$ cat config.mk
export PLATFORM = sky130hd
export DESIGN_NAME = stepper_trapezoid_ramp_unit
export DESIGN_NICKNAME = d
export VERILOG_FILES = /design/src/rtl/srt_pkg.sv /design/src/rtl/srt_div.sv /design/src/rtl/srt_dp.sv /design/src/rtl/srt_ctrl.sv /design/src/rtl/stepper_trapezoid_ramp_unit.sv
export SDC_FILE = /design/constraint.sdc
export NUM_CORES = 2
export LEC_CHECK = 0
export ABC_AREA = 1
export BUFFER_PORTS_ARGS = -buffer_cell sky130_fd_sc_hd__buf_2
export CAP_MARGIN = 25
export CELL_PAD_IN_SITES_DETAIL_PLACEMENT = 1
export CELL_PAD_IN_SITES_GLOBAL_PLACEMENT = 1
export CORE_MARGIN = 8
export CORE_UTILIZATION = 40
export CTS_CLUSTER_DIAMETER = 80
export CTS_CLUSTER_SIZE = 12
export DETAILED_ROUTE_END_ITERATION = 10
export PLACE_DENSITY_LB_ADDON = 0.08
export SYNTH_ARGS = -nofsm -noshare
export SYNTH_HDL_FRONTEND = slang
export SYNTH_HIERARCHICAL = 1
export SYNTH_SLANG_ARGS = --single-unit
$ cat constraint.sdc
create_clock -name clk -period 8.7 [get_ports clk]
set_input_delay 0.87 -clock clk [delete_from_list [all_inputs] [get_ports clk]]
set_output_delay 0.87 -clock clk [all_outputs]
set_load 0.05 [all_outputs]
$ cat src/rtl/srt_pkg.sv
`default_nettype none
// ----------------------------------------------------------------------------
// Stepper trapezoid ramp package
// Shared widths, codes and the command and status bundles between the
// controller and the datapath.
// ----------------------------------------------------------------------------
package srt_pkg;

	localparam int unsigned NUM_MOTORS_DEF       = 2;
	localparam int unsigned TIMER_BASE_HZ_DEF    = 1000000;
	localparam int unsigned MIN_PERIOD_TICKS_DEF = 4;

	localparam int SPEED_W  = 18;
	localparam int STEP_W   = 17;
	localparam int PERIOD_W = 20;
	localparam int CFG_W    = 16;
	localparam int TICK_W   = 10;
	localparam int CIDX_W   = 2;
	localparam int CNT_W    = 19;

	localparam logic [PERIOD_W-1:0] PERIOD_MAX = 20'hFFFFF;
	localparam logic [1:0] NO_MOTOR = 2'd2;

	localparam logic [1:0] MODE_START = 2'd0;
	localparam logic [1:0] MODE_STOP  = 2'd1;
	localparam logic [1:0] MODE_TICK  = 2'd2;
	localparam logic [1:0] MODE_PULSE = 2'd3;

	localparam logic [CIDX_W-1:0] CFG_START_SPEED = 2'd0;
	localparam logic [CIDX_W-1:0] CFG_ACCEL_STEP  = 2'd1;
	localparam logic [CIDX_W-1:0] CFG_TICK_MS     = 2'd2;

	typedef struct packed {
		logic latch;
		logic cand_start;
		logic cnt_go;
		logic mul1;
		logic mul2;
		logic pick;
		logic per_go;
		logic per_cap;
		logic commit;
		logic out_load;
	} cmd_t;

	typedef struct packed {
		logic [1:0] mode;
		logic       start_refused;
		logic       tick_idle;
		logic       decel_path;
		logic       same;
		logic       div_done;
	} sts_t;

endpackage
`default_nettype wire

$ cat src/rtl/srt_div.sv
`default_nettype none
// ----------------------------------------------------------------------------
// Stepper trapezoid ramp divider
// Restoring divider, one quotient bit per cycle, pulses done when finished.
// ----------------------------------------------------------------------------
module srt_div #(
	parameter int DIV_W = 27,
	parameter int DVS_W = 18
) (
	input  wire logic             clk,
	input  wire logic             arst_n,
	input  wire logic             go,
	input  wire logic [DIV_W-1:0] dividend,
	input  wire logic [DVS_W-1:0] divisor,
	output logic      [DIV_W-1:0] quo,
	output logic                  done
);
	localparam int CW = $clog2(DIV_W + 1);

	logic [DIV_W-1:0] dvd_q;
	logic [DVS_W-1:0] dvs_q;
	logic [DVS_W-1:0] rem_q;
	logic [CW-1:0]    cnt_q;
	logic             busy_q;
	logic             done_q;
	logic [DVS_W:0]   trial;
	logic             fit;

	assign trial = {rem_q, dvd_q[DIV_W-1]};
	assign fit   = (trial >= {1'b0, dvs_q});

	always_ff @(posedge clk or negedge arst_n) begin
		if (!arst_n) begin
			busy_q <= 1'b0;
			done_q <= 1'b0;
			cnt_q  <= '0;
		end else begin
			done_q <= 1'b0;
			if (go) begin
				busy_q <= 1'b1;
				cnt_q  <= CW'(DIV_W);
			end else if (busy_q) begin
				cnt_q <= cnt_q - 1'b1;
				if (cnt_q == CW'(1)) begin
					busy_q <= 1'b0;
					done_q <= 1'b1;
				end
			end
		end
	end

	always_ff @(posedge clk) begin
		if (go) begin
			dvd_q <= dividend;
			dvs_q <= divisor;
			rem_q <= '0;
		end else if (busy_q) begin
			rem_q <= fit ? DVS_W'(trial - {1'b0, dvs_q}) : DVS_W'(trial);
			dvd_q <= {dvd_q[DIV_W-2:0], fit};
		end
	end

	assign quo  = dvd_q;
	assign done = done_q;
endmodule
`default_nettype wire

$ cat src/rtl/srt_dp.sv
`default_nettype none
// ----------------------------------------------------------------------------
// Stepper trapezoid ramp datapath
// Configuration, motor and ramp state, deceleration estimate, period divider
// and the result register.
// ----------------------------------------------------------------------------
module srt_dp #(
	parameter int NUM_MOTORS       = 2,
	parameter int TIMER_BASE_HZ    = 1000000,
	parameter int MIN_PERIOD_TICKS = 4,
	parameter int DIV_W            = 27
) (
	input  wire logic                          clk,
	input  wire logic                          arst_n,
	input  wire logic                          cfg_we,
	input  wire logic [srt_pkg::CIDX_W-1:0]    cfg_index,
	input  wire logic [srt_pkg::CFG_W-1:0]     cfg_data,
	input  wire logic [1:0]                    mode,
	input  wire logic                          motor,
	input  wire logic                          direction,
	input  wire logic [srt_pkg::SPEED_W-1:0]   target_speed,
	input  wire logic [srt_pkg::STEP_W-1:0]    step_count,
	input  wire srt_pkg::cmd_t                 cmd,
	output srt_pkg::sts_t                      sts,
	output logic                               accepted,
	output logic                               running,
	output logic [1:0]                         active_motor,
	output logic                               dir_out,
	output logic [srt_pkg::SPEED_W-1:0]        rate_pps,
	output logic [srt_pkg::PERIOD_W-1:0]       period_us,
	output logic [srt_pkg::STEP_W-1:0]         done_steps,
	output logic [srt_pkg::STEP_W-1:0]         goal_steps
);
	import srt_pkg::*;

	localparam int M1W = SPEED_W + CNT_W;
	localparam int M2W = M1W + TICK_W;
	localparam int RW  = STEP_W + 10;

	// Configuration
	logic [CFG_W-1:0]  start_q, acc_q;
	logic [TICK_W-1:0] tick_q;

	// Latched item
	logic [1:0]         mode_q;
	logic               motor_q, dir_q;
	logic [SPEED_W-1:0] tgt_q;
	logic [STEP_W-1:0]  steps_q;

	// Motor and ramp state
	logic               run_q   [NUM_MOTORS];
	logic               mdir_q  [NUM_MOTORS];
	logic [SPEED_W-1:0] spd_q   [NUM_MOTORS];
	logic [PERIOD_W-1:0] per_m_q [NUM_MOTORS];
	logic [STEP_W-1:0]  goal_q  [NUM_MOTORS];
	logic [STEP_W-1:0]  done_q  [NUM_MOTORS];
	logic [1:0]         active_q;
	logic               ramp_on_q;
	logic [SPEED_W-1:0] ramp_tgt_q, ramp_spd_q;

	// Work registers
	logic [SPEED_W-1:0]  cand_q;
	logic                same_q;
	logic [M1W-1:0]      mul1_q;
	logic [M2W-1:0]      prod_q;
	logic [RW-1:0]       rhs_q;
	logic [PERIOD_W-1:0] per_q;
	logic                per_ok_q;
	logic                acc_out_q;

	logic               m_ok, act_ok, act_run, counted, decel_path, decel;
	logic               a;
	logic [STEP_W-1:0]  goal_a, done_a, rem_m1, done_inc;
	logic [CFG_W-1:0]   acc_eff;
	logic [CNT_W-1:0]   cnt_num;
	logic [CNT_W-1:0]   sum_avg;
	logic [SPEED_W-1:0] cur, diff, dec_next, up_next, next_spd, start_min;
	logic [SPEED_W:0]   up_sum;
	logic [DIV_W-1:0]   dvd, quo;
	logic [SPEED_W-1:0] dvs;
	logic               div_done;
	logic [31:0]        q32;
	logic               refuse;

	assign a       = active_q[0];
	assign m_ok    = (32'(motor_q) < 32'(NUM_MOTORS));
	assign act_ok  = (32'(active_q) < 32'(NUM_MOTORS));
	assign act_run = act_ok && run_q[a];
	assign goal_a  = goal_q[a];
	assign done_a  = done_q[a];
	assign counted = (goal_a != '0) && (done_a < goal_a);
	assign cur     = ramp_spd_q;
	assign decel_path = counted && (cur > {2'b0, start_q});
	assign rem_m1  = goal_a - done_a - 1'b1;
	assign refuse  = !m_ok || (tgt_q == '0) || (active_q != NO_MOTOR);
	assign start_min = (tgt_q < {2'b0, start_q}) ? tgt_q : {2'b0, start_q};

	assign acc_eff = (acc_q == '0) ? CFG_W'(1) : acc_q;
	assign cnt_num = {1'b0, cur} - {3'b0, start_q} + {3'b0, acc_eff} - 1'b1;
	assign sum_avg = {1'b0, cur} + {3'b0, start_q};

	assign dvd = cmd.cnt_go ? DIV_W'(cnt_num) : DIV_W'(TIMER_BASE_HZ);
	assign dvs = cmd.cnt_go ? {2'b0, acc_eff} : cand_q;

	srt_div #(.DIV_W(DIV_W), .DVS_W(SPEED_W)) u_div (
		.clk      (clk),
		.arst_n   (arst_n),
		.go       (cmd.cnt_go || cmd.per_go),
		.dividend (dvd),
		.divisor  (dvs),
		.quo      (quo),
		.done     (div_done)
	);

	assign q32 = 32'(quo);

	// Next ramp speed.
	assign decel    = decel_path && (prod_q > M2W'(rhs_q));
	assign diff     = cur - {2'b0, start_q};
	assign dec_next = (diff <= {2'b0, acc_q}) ? {2'b0, start_q} : cur - {2'b0, acc_q};
	assign up_sum   = {1'b0, cur} + {3'b0, acc_q};
	assign up_next  = (up_sum > {1'b0, ramp_tgt_q}) ? ramp_tgt_q : up_sum[SPEED_W-1:0];

	always_comb begin
		if (decel)
			next_spd = dec_next;
		else if ((counted || goal_a == '0) && cur < ramp_tgt_q)
			next_spd = up_next;
		else
			next_spd = cur;
	end

	assign done_inc = done_q[motor_q] + 1'b1;

	assign sts.mode          = mode_q;
	assign sts.start_refused = refuse;
	assign sts.tick_idle     = !(ramp_on_q && act_run);
	assign sts.decel_path    = decel_path;
	assign sts.same          = same_q;
	assign sts.div_done      = div_done;

	always_ff @(posedge clk or negedge arst_n) begin
		if (!arst_n) begin
			start_q <= CFG_W'(200);
			acc_q   <= CFG_W'(50);
			tick_q  <= TICK_W'(10);
		end else if (cfg_we) begin
			unique case (cfg_index)
				CFG_START_SPEED: start_q <= cfg_data;
				CFG_ACCEL_STEP:  acc_q   <= cfg_data;
				CFG_TICK_MS:     tick_q  <= cfg_data[TICK_W-1:0];
				default: ;
			endcase
		end
	end

	always_ff @(posedge clk) begin
		if (cmd.latch) begin
			mode_q  <= mode;
			motor_q <= motor;
			dir_q   <= direction;
			tgt_q   <= target_speed;
			steps_q <= step_count;
		end
		if (cmd.cand_start) begin
			cand_q <= start_min;
			same_q <= 1'b0;
		end else if (cmd.pick) begin
			cand_q <= next_spd;
			same_q <= (next_spd == cur);
		end
		if (cmd.mul1) begin
			mul1_q <= M1W'(sum_avg[CNT_W-1:1]) * M1W'(quo[CNT_W-1:0]);
			rhs_q  <= RW'(rem_m1) * RW'(1000);
		end
		if (cmd.mul2)
			prod_q <= M2W'(mul1_q) * M2W'(tick_q);
		if (cmd.per_cap) begin
			per_ok_q <= (cand_q != '0) && (q32 >= 32'(MIN_PERIOD_TICKS));
			per_q    <= (q32 > 32'(PERIOD_MAX)) ? PERIOD_MAX : q32[PERIOD_W-1:0];
		end
	end

	always_ff @(posedge clk or negedge arst_n) begin
		if (!arst_n) begin
			for (int i = 0; i < NUM_MOTORS; i++) begin
				run_q[i]   <= 1'b0;
				mdir_q[i]  <= 1'b0;
				spd_q[i]   <= '0;
				per_m_q[i] <= '0;
				goal_q[i]  <= '0;
				done_q[i]  <= '0;
			end
			active_q   <= NO_MOTOR;
			ramp_on_q  <= 1'b0;
			ramp_tgt_q <= '0;
			ramp_spd_q <= '0;
			acc_out_q  <= 1'b0;
		end else if (cmd.commit) begin
			acc_out_q <= 1'b0;
			unique case (mode_q)
				MODE_START: begin
					// A refusal while a motor is active leaves everything as it was.
					if (active_q == NO_MOTOR) begin
						for (int i = 0; i < NUM_MOTORS; i++)
							run_q[i] <= 1'b0;
						ramp_on_q  <= 1'b0;
						ramp_tgt_q <= '0;
						ramp_spd_q <= '0;
						if (!refuse && per_ok_q) begin
							run_q[motor_q]   <= 1'b1;
							mdir_q[motor_q]  <= dir_q;
							spd_q[motor_q]   <= cand_q;
							per_m_q[motor_q] <= per_q;
							goal_q[motor_q]  <= steps_q;
							done_q[motor_q]  <= '0;
							active_q         <= {1'b0, motor_q};
							ramp_on_q        <= 1'b1;
							ramp_tgt_q       <= tgt_q;
							ramp_spd_q       <= cand_q;
							acc_out_q        <= 1'b1;
						end
					end
				end
				MODE_STOP: begin
					if (m_ok) begin
						run_q[motor_q] <= 1'b0;
						if (active_q == {1'b0, motor_q})
							active_q <= NO_MOTOR;
						ramp_on_q  <= 1'b0;
						ramp_tgt_q <= '0;
						ramp_spd_q <= '0;
					end
				end
				MODE_TICK: begin
					if (ramp_on_q && act_run && !same_q && per_ok_q) begin
						ramp_spd_q <= cand_q;
						spd_q[a]   <= cand_q;
						per_m_q[a] <= per_q;
					end
				end
				MODE_PULSE: begin
					if (m_ok && active_q == {1'b0, motor_q} && run_q[motor_q]) begin
						done_q[motor_q] <= done_inc;
						if (goal_q[motor_q] != '0 && done_inc >= goal_q[motor_q]) begin
							run_q[motor_q] <= 1'b0;
							active_q       <= NO_MOTOR;
							ramp_on_q      <= 1'b0;
							ramp_tgt_q     <= '0;
							ramp_spd_q     <= '0;
						end
					end
				end
				default: ;
			endcase
		end
	end

	always_ff @(posedge clk) begin
		if (cmd.out_load) begin
			accepted     <= acc_out_q;
			active_motor <= active_q;
			if (m_ok) begin
				running    <= run_q[motor_q];
				dir_out    <= mdir_q[motor_q];
				rate_pps   <= spd_q[motor_q];
				period_us  <= run_q[motor_q] ? per_m_q[motor_q] : '0;
				done_steps <= done_q[motor_q];
				goal_steps <= goal_q[motor_q];
			end else begin
				running    <= 1'b0;
				dir_out    <= 1'b0;
				rate_pps   <= '0;
				period_us  <= '0;
				done_steps <= '0;
				goal_steps <= '0;
			end
		end
	end
endmodule
`default_nettype wire

$ cat src/rtl/srt_ctrl.sv
`default_nettype none
// ----------------------------------------------------------------------------
// Stepper trapezoid ramp controller
// Sequences one item through decode, estimate, divide, commit and output.
// ----------------------------------------------------------------------------
module srt_ctrl (
	input  wire logic           clk,
	input  wire logic           arst_n,
	input  wire logic           in_valid,
	output logic                in_ready,
	output logic                out_valid,
	input  wire logic           out_ready,
	input  wire srt_pkg::sts_t  sts,
	output srt_pkg::cmd_t       cmd
);
	import srt_pkg::*;

	localparam logic [3:0] S_IDLE   = 4'd0;
	localparam logic [3:0] S_DECODE = 4'd1;
	localparam logic [3:0] S_CWAIT  = 4'd2;
	localparam logic [3:0] S_MUL1   = 4'd3;
	localparam logic [3:0] S_MUL2   = 4'd4;
	localparam logic [3:0] S_PICK   = 4'd5;
	localparam logic [3:0] S_PGO    = 4'd6;
	localparam logic [3:0] S_PWAIT  = 4'd7;
	localparam logic [3:0] S_COMMIT = 4'd8;
	localparam logic [3:0] S_OUT    = 4'd9;

	logic [3:0] state_q, state_d;
	logic       ov_q;
	logic       load;

	assign in_ready  = (state_q == S_IDLE);
	assign out_valid = ov_q;
	assign load      = (state_q == S_OUT) && (!ov_q || out_ready);

	always_comb begin
		cmd     = '0;
		state_d = state_q;
		unique case (state_q)
			S_IDLE: begin
				if (in_valid) begin
					cmd.latch = 1'b1;
					state_d   = S_DECODE;
				end
			end
			S_DECODE: begin
				unique case (sts.mode)
					MODE_START: begin
						if (sts.start_refused) begin
							state_d = S_COMMIT;
						end else begin
							cmd.cand_start = 1'b1;
							state_d        = S_PGO;
						end
					end
					MODE_TICK: begin
						if (sts.tick_idle)
							state_d = S_COMMIT;
						else if (sts.decel_path) begin
							cmd.cnt_go = 1'b1;
							state_d    = S_CWAIT;
						end else
							state_d = S_PICK;
					end
					default: state_d = S_COMMIT;
				endcase
			end
			S_CWAIT: if (sts.div_done) state_d = S_MUL1;
			S_MUL1: begin
				cmd.mul1 = 1'b1;
				state_d  = S_MUL2;
			end
			S_MUL2: begin
				cmd.mul2 = 1'b1;
				state_d  = S_PICK;
			end
			S_PICK: begin
				cmd.pick = 1'b1;
				state_d  = S_PGO;
			end
			S_PGO: begin
				if (sts.same)
					state_d = S_COMMIT;
				else begin
					cmd.per_go = 1'b1;
					state_d    = S_PWAIT;
				end
			end
			S_PWAIT: begin
				if (sts.div_done) begin
					cmd.per_cap = 1'b1;
					state_d     = S_COMMIT;
				end
			end
			S_COMMIT: begin
				cmd.commit = 1'b1;
				state_d    = S_OUT;
			end
			S_OUT: begin
				if (load) begin
					cmd.out_load = 1'b1;
					state_d      = S_IDLE;
				end
			end
			default: state_d = S_IDLE;
		endcase
	end

	always_ff @(posedge clk or negedge arst_n) begin
		if (!arst_n) begin
			state_q <= S_IDLE;
			ov_q    <= 1'b0;
		end else begin
			state_q <= state_d;
			if (load)
				ov_q <= 1'b1;
			else if (out_ready)
				ov_q <= 1'b0;
		end
	end
endmodule
`default_nettype wire

$ cat src/rtl/stepper_trapezoid_ramp_unit.sv
`default_nettype none
// ----------------------------------------------------------------------------
// Stepper trapezoid ramp unit
// Two-motor step-rate planner with one shared pulse timer period divider.
// ----------------------------------------------------------------------------
//  channel  | handshake            | contents
//  cfg      | cfg_valid/cfg_ready  | cfg_index, cfg_data (always ready)
//  in       | in_valid/in_ready    | mode, motor, direction, target_speed, step_count
//  out      | out_valid/out_ready  | accepted .. goal_steps, one item per input item
//
// One item at a time. Stop, pulse, refused start and idle tick items go from decode
// to commit and output; a start runs the period divide, a ramp tick picks the next
// speed and divides (not when it stays), a braking check first divides for the step
// count and multiplies, all on the one-bit-per-cycle divider (DIV_W is 20 by default).
// A finished item waits in the output register while the next one is taken.
// Reset is asynchronous and restores the configuration defaults and idle motors.
module stepper_trapezoid_ramp_unit
	#(
	parameter int NUM_MOTORS       = srt_pkg::NUM_MOTORS_DEF,
	parameter int TIMER_BASE_HZ    = srt_pkg::TIMER_BASE_HZ_DEF,
	parameter int MIN_PERIOD_TICKS = srt_pkg::MIN_PERIOD_TICKS_DEF
) (
	input  wire logic                        clk,
	input  wire logic                        arst_n,
	input  wire logic                        cfg_valid,
	output logic                             cfg_ready,
	input  wire logic [srt_pkg::CIDX_W-1:0]  cfg_index,
	input  wire logic [srt_pkg::CFG_W-1:0]   cfg_data,
	input  wire logic                        in_valid,
	output logic                             in_ready,
	input  wire logic [1:0]                  mode,
	input  wire logic                        motor,
	input  wire logic                        direction,
	input  wire logic [srt_pkg::SPEED_W-1:0] target_speed,
	input  wire logic [srt_pkg::STEP_W-1:0]  step_count,
	output logic                             out_valid,
	input  wire logic                        out_ready,
	output logic                             accepted,
	output logic                             running,
	output logic [1:0]                       active_motor,
	output logic                             dir_out,
	output logic [srt_pkg::SPEED_W-1:0]      rate_pps,
	output logic [srt_pkg::PERIOD_W-1:0]     period_us,
	output logic [srt_pkg::STEP_W-1:0]       done_steps,
	output logic [srt_pkg::STEP_W-1:0]       goal_steps
);
	import srt_pkg::*;

	localparam int TB_W  = $clog2(TIMER_BASE_HZ + 1);
	localparam int DIV_W = (TB_W > CNT_W) ? TB_W : CNT_W;

	cmd_t cmd;
	sts_t sts;

	assign cfg_ready = 1'b1;

	srt_ctrl u_ctrl (
		.clk       (clk),
		.arst_n    (arst_n),
		.in_valid  (in_valid),
		.in_ready  (in_ready),
		.out_valid (out_valid),
		.out_ready (out_ready),
		.sts       (sts),
		.cmd       (cmd)
	);

	srt_dp #(
		.NUM_MOTORS       (NUM_MOTORS),
		.TIMER_BASE_HZ    (TIMER_BASE_HZ),
		.MIN_PERIOD_TICKS (MIN_PERIOD_TICKS),
		.DIV_W            (DIV_W)
	) u_dp (
		.clk          (clk),
		.arst_n       (arst_n),
		.cfg_we       (cfg_valid),
		.cfg_index    (cfg_index),
		.cfg_data     (cfg_data),
		.mode         (mode),
		.motor        (motor),
		.direction    (direction),
		.target_speed (target_speed),
		.step_count   (step_count),
		.cmd          (cmd),
		.sts          (sts),
		.accepted     (accepted),
		.running      (running),
		.active_motor (active_motor),
		.dir_out      (dir_out),
		.rate_pps     (rate_pps),
		.period_us    (period_us),
		.done_steps   (done_steps),
		.goal_steps   (goal_steps)
	);
endmodule
`default_nettype wire

; ---- After elaboration in Yosys (flattened, before gate mapping)
; Index checks and enable logic that the tools add are counted.
; W data, S select, Z words.
[totals]
ff_bits = 562
in_bits = 62
out_inout_bits = 80
word_cells = 298
[op_classes]
add_sub_neg = 12
multipliers = 3
order_cmp = 16
n_eq_ne = 29
muxes = 136
n_bitwise = 6
n_reduce_logical = 47
[op_table]
columns = operator, n
row1 = $mux W18, 20
row2 = $mux W17, 13
row3 = $mux W20, 8
row4 = $mux W40, 3
row5 = $mux W36, 3
row6 = $mux W34, 3
row7 = $bwmux W40, 2
row8 = $pmux W40 S2, 1
row9 = $bwmux W36, 2
row10 = $pmux W18 S4, 1
row11 = $pmux W36 S2, 1
row12 = $bwmux W34, 2
row13 = $pmux W34 S2, 1
row14 = $pmux W18 S3, 1
row15 = $gt A47 B27 Y1, 1
row16 = $mul A37 B10 Y47, 1
row17 = $mux W1, 41
row18 = $demux W20 S1, 2
row19 = $pmux W4 S10, 1
row20 = $add A18 B16 Y19, 2
row21 = $mul A18 B19 Y37, 1
row22 = $demux W18 S1, 2
row23 = $sub A18 B16 Y18, 2
row24 = $and A34 B34 Y34, 1
row25 = 64 further kinds, 134

; ---- Longest topological paths before layout
[logic_depth]
word_depth = 13
ltp_mapped = 45
depth_no_buf = 44

; ---- Modules after synthesis
; The synthesis kept the hierarchy.
[modules_own_cells]
columns = module, n_inst, cells_each, area_per_inst_um2, seq_area_each_um2
row1 = srt_dp, 1, 6703, 54628.6, 13684.4
row2 = srt_div, 1, 484, 3721.1, 1676.6
row3 = srt_ctrl, 1, 93, 508.0, 125.1
row4 = stepper_trapezoid_ramp_unit, 1, 2, 11.3, 0.0

; ---- Least setup slack after synthesis
; Ideal clock, no wire load.
[synth_path]
path_kind = register to register
startpoint = reg u_dp.start_q[3]
endpoint = reg u_dp.mul1_q[36] (data pin)
arrival_ns = 7.382
t_required_ns = 8.438
path_slack_ns = 1.056
path_stages_with_launch = 34
path_buffers = 1
period_less_slack_ns = 7.644
path_cell_list = dfstp_2 inv_1 ha_1 inv_1 nand3_1 and2_1 inv_1 a21oi_1 o21ai_0 or2_2 nand2_1 inv_1 clkbuf_1 nand2_1 fa_1 inv_1 fa_1 fa_1 inv_1 fa_1 fa_1 inv_1 fa_1 ha_1 a21oi_1 a21boi_0 o21ai_1 a21boi_1 o21ai_1 a21boi_0 o21ai_1 a21boi_0 o21ai_1 xor2_1
[synth_via]
elab_chain_cells = 2
[synth_lines]
columns = item, line
row1 = start: declaration, srt_dp.sv:41  ; logic [CFG_W-1:0] start_q, acc_q;
row2 = start signal: assignment, srt_dp.sv:149  ; CFG_START_SPEED: start_q <= cfg_data;
row3 = $add A18 B16 Y19, srt_dp.sv:100  ; assign sum_avg = {1'b0, cur} + {3'b0, start_q};
row4 = $mul A18 B19 Y37, srt_dp.sv:173  ; mul1_q <= M1W'(sum_avg[CNT_W-1:1]) * M1W'(quo[CNT_W-1:0]);
row5 = end signal: assignment, srt_dp.sv:173
row6 = end: declaration, srt_dp.sv:64  ; logic [M1W-1:0] mul1_q;
; Every way passes these cells.
; A chain may end at the register's enable or synchronous reset.

; ---- Worst setup path in the final report
[layout_path]
startpoint = reg u_dp.start_q[2]
endpoint = reg u_dp.mul1_q[36] (data pin)
; Same word-level chain as after synthesis.

==> results.py <==
metrics = {
    "sta": {
        "fin_crit_sh_pct": 94.6,
        "relSlewSlack_pct": 26.8,
        "skew_ns": 0.0450,
        "hold_ws_ns": 0.137,
        "setup_viol": 0,
        "worst_slew_pin_slew_ns": 1.10,
        "final_max_slew_viol_count": 0,
        "finalHoldViolCount": 0,
        "rsz0062_at_grt": "yes",
        "fin_crit_ns": 8.23,
        "fmax_ghz": 0.121,
    },
    "place": {
        "gp_congestion": 0.929,
        "hpwl_mm": 170,
        "io_buffer_count": 140,
    },
    "logic_synthesis": {
        "synth_top_cell_area_share_pct": 21.5,
        "syn_nets": 8466,
        "synth_seq_cells": 562,
        "synth_ff_type": "edfxtp_1",
        "synth.avg_cell_area_um2": 8.08,
        "syn_area_um2": 58900,
        "yosysWarnings": 6,
        "synth.yosys.seq_area_share_pct": 26.3,
        "async_reset_ff_share_pct": 43.1,
        "netlist-cell-type-count": 69,
        "yosys.area.top_type": "fa_1",
        "synth_area_leaders": "fa_1 (21%), edfxtp_1 (15%), nand2_1 (11%), ha_1 (10%), dfrtp_1 (9.9%)",
        "synth_common_cells": "nand2_1 (1,803), inv_1 (1,543), fa_1 (631)",
        "synth_edf_count": 301,
        "syn_inst": 7282,
        "synth_most_common_cell": "nand2_1",
    },
    "die": {
        "ioPinCount": 142,
        "core_um2": 146000,
        "fp.dieW_um": 400,
        "row_count": 140,
        "die_area_um2": 160000,
        "start_util_pct": 40.3,
        "fp.dieH_um": 400,
    },
    "finish": {
        "utilization_pct": 43.7,
        "fin_nets": 8522,
        "drive_above_1_share_pct": 6.35,
        "area.growth.synth_to_final_pct": 8.38,
        "fillCellCount": 17800,
    },
    "grt": {
        "grt_usage_pct": 26.1,
        "overflow": 0,
        "antenna_found_initial": 13,
        "grt_max_degree": 125,
        "first_global_vias": 52400,
        "grt_pass1_wl_mm": 322,
    },
    "setup_path": {
        "cp_slowest_cell": "fa_2",
        "startpoint_type": "flip-flop",
        "regToRegEndpoint": "u_dp/mul1_q[36]",
        "cp_max_fo": 8,
        "critPathArrivalTime_ns": 8.67,
        "critPathRequiredTime_ns": 9.14,
        "r2r_cells": 38,
        "path_class": "reg2reg",
        "crit_top_cell": "inv_1",
        "end_kind": "flip-flop",
        "cpPeakStageDelay_ns": 0.62,
        "r2r_slack_ns": 0.47,
        "timing.rr.start": "u_dp/start_q[2]",
    },
    "status": {
        "status": "completed",
    },
    "cts": {
        "clockBufferDepth": 3,
        "cts_root_buffer": "clkbuf_16",
        "cts_buffers": 61,
        "clk_pin_slew_ns": 0.07,
        "cts_num_sinks": 562,
        "clk_latency_ns": 0.71,
        "htree_num_levels": 2,
        "cts_tree": "built",
    },
    "routing": {
        "wl_per_cell_um": 22.4,
        "drc_errors": 0,
        "antenna_left": 0,
        "drt_iter0_drc": 2702,
        "wl_mm": 209,
        "via_per_inst": 5.20,
        "via_count": 48400,
        "first_pass_iters": 5,
    },
    "min_path": {
        "hold_path_class": "in2async",
    },
    "job": {
        "maxCapViolCount": 0,
    },
}
[critical path, delay by kind of cell, from the launching register on]
kind / cells / cell delay [ns]
xor gates and xnor gates: 1 / 0.14
buffers and inverters: 10 / 0.85
DFF: 1 / 0.42
AOI/OAI and AO/OA: 11 / 1.59
adders and majority gates: 8 / 3.90
and+or+nand+nor: 8 / 1.08
[per-stage QoR]
| stage | instances | instance area [µm²] | worst slack, ns | TNS [ns] |
|---|---|---|---|---|
| finish | 9310 | 63800 | 0.468 | 0 |
| global route | 9308 | 63800 | -0.0607 | -0.128 |
| CTS | 9306 | 63700 | 0.0453 | 0 |
| detailed placement | 9190 | 61700 | 0.0406 | 0 |
| global placement | 9190 | 61700 | 0.149 | 0 |
| floorplan | 7282 | 58900 | 1.06 | 0 |
[repair_timing]
| action | CTS | global route |
|---|---|---|
| resized for setup | 0 | 18 |
| hold buffers | 0 | 0 |
| buffers inserted | 0 | 0 |
| setup endpoints to repair | 0 | 15 |
[final cells by class]
cell class	count	area, µm²	area share (%)
Antenna cell	2	5.00	0.00784
Clock buffer	96	1700	2.66
Clock inverter	20	273	0.428
Inverter	1565	5880	9.21
Multi-Input combinational cell	4879	36300	56.9
Sequential cell	562	15500	24.3
Tap cell	1917	2400	3.76
Timing Repair Buffer	269	1720	2.70
[worst max-delay path by stage]
stage / from / slack [ns] / to / depth (start not counted)
after detailed placement: u_dp/start_q[2] / 0.04 / u_dp/mul1_q[36] / 38
after global routing: u_dp/start_q[2] / -0.06 / u_dp/mul1_q[34] / 38
after floorplan: u_dp/start_q[3] / 1.06 / u_dp/mul1_q[36] / 33
after CTS: u_dp/start_q[2] / 0.05 / u_dp/mul1_q[36] / 38
after global placement: u_dp/start_q[2] / 0.15 / u_dp/mul1_q[36] / 38
final: u_dp/start_q[2] / 0.47 / u_dp/mul1_q[36] / 38
[cells in the final DEF, fill, tap and decap left out, types with 32 or more instances in the layout]
| cell type | Yosys | layout |
|---|---|---|
| a21oi_1 | 295 | 293 |
| clkbuf_1 | 177 | 32 |
| nor3_1 | 42 | 39 |
| xor2_1 | 123 | 123 |
| o21ai_0 | 420 | 419 |
| dfrtp_1 | 233 | 225 |
| nand2_1 | 1803 | 1800 |
| ha_1 | 491 | 490 |
| buf_2 | 36 | 139 |
| xnor2_1 | 50 | 50 |
| fa_1 | 631 | 630 |
| clkbuf_16 | 0 | 62 |
| nor2_1 | 414 | 411 |
| nand3_1 | 245 | 244 |
| buf_4 | 13 | 126 |
| edfxtp_1 | 301 | 301 |
| nand4_1 | 56 | 56 |
| inv_1 | 1543 | 1541 |
[sequential cells by signal, indices dropped and copies added (netlist names), 20 cells and up]
name,cells
u_dp/prod_q,47
u_dp/rhs_q,24
u_dp/per_m_q,40
u_dp/period_us,20
u_dp/u_div/quo,20
u_dp/goal_q,34
u_dp/mul1_q,37
u_dp/spd_q,36
u_dp/per_q,20
u_dp/done_q,34
[kinds of logic after synthesis]
family / Yosys count / share of synthesized area [%]
AND/OR/NAND/NOR: 2665 / 18.5
flip-flops: 562 / 26.3
AO/OA/AOI/OAI: 917 / 8.60
other: 1 / 0.00637
adder cells (fa/ha/maj): 1122 / 31.9
buffers and inverters: 1841 / 12.1
XOR/XNOR: 174 / 2.60
[layer usage]
| layer | share of wire (%) | GRT usage [%] | vias up |
|---|---|---|---|
| met1 | 45 | 35.0 | 24700 |
| li1 | - | - | 22500 |
| met5 | 0.0062 | 0 | - |
| met3 | 4.0 | 2.68 | 275 |
| met4 | 3.0 | 7.03 | 2 |
| met2 | 48 | 45.1 | 919 |
Power is not shown: default switching activity piles up to over one toggle a cycle in this logic, so the estimate is an artifact.
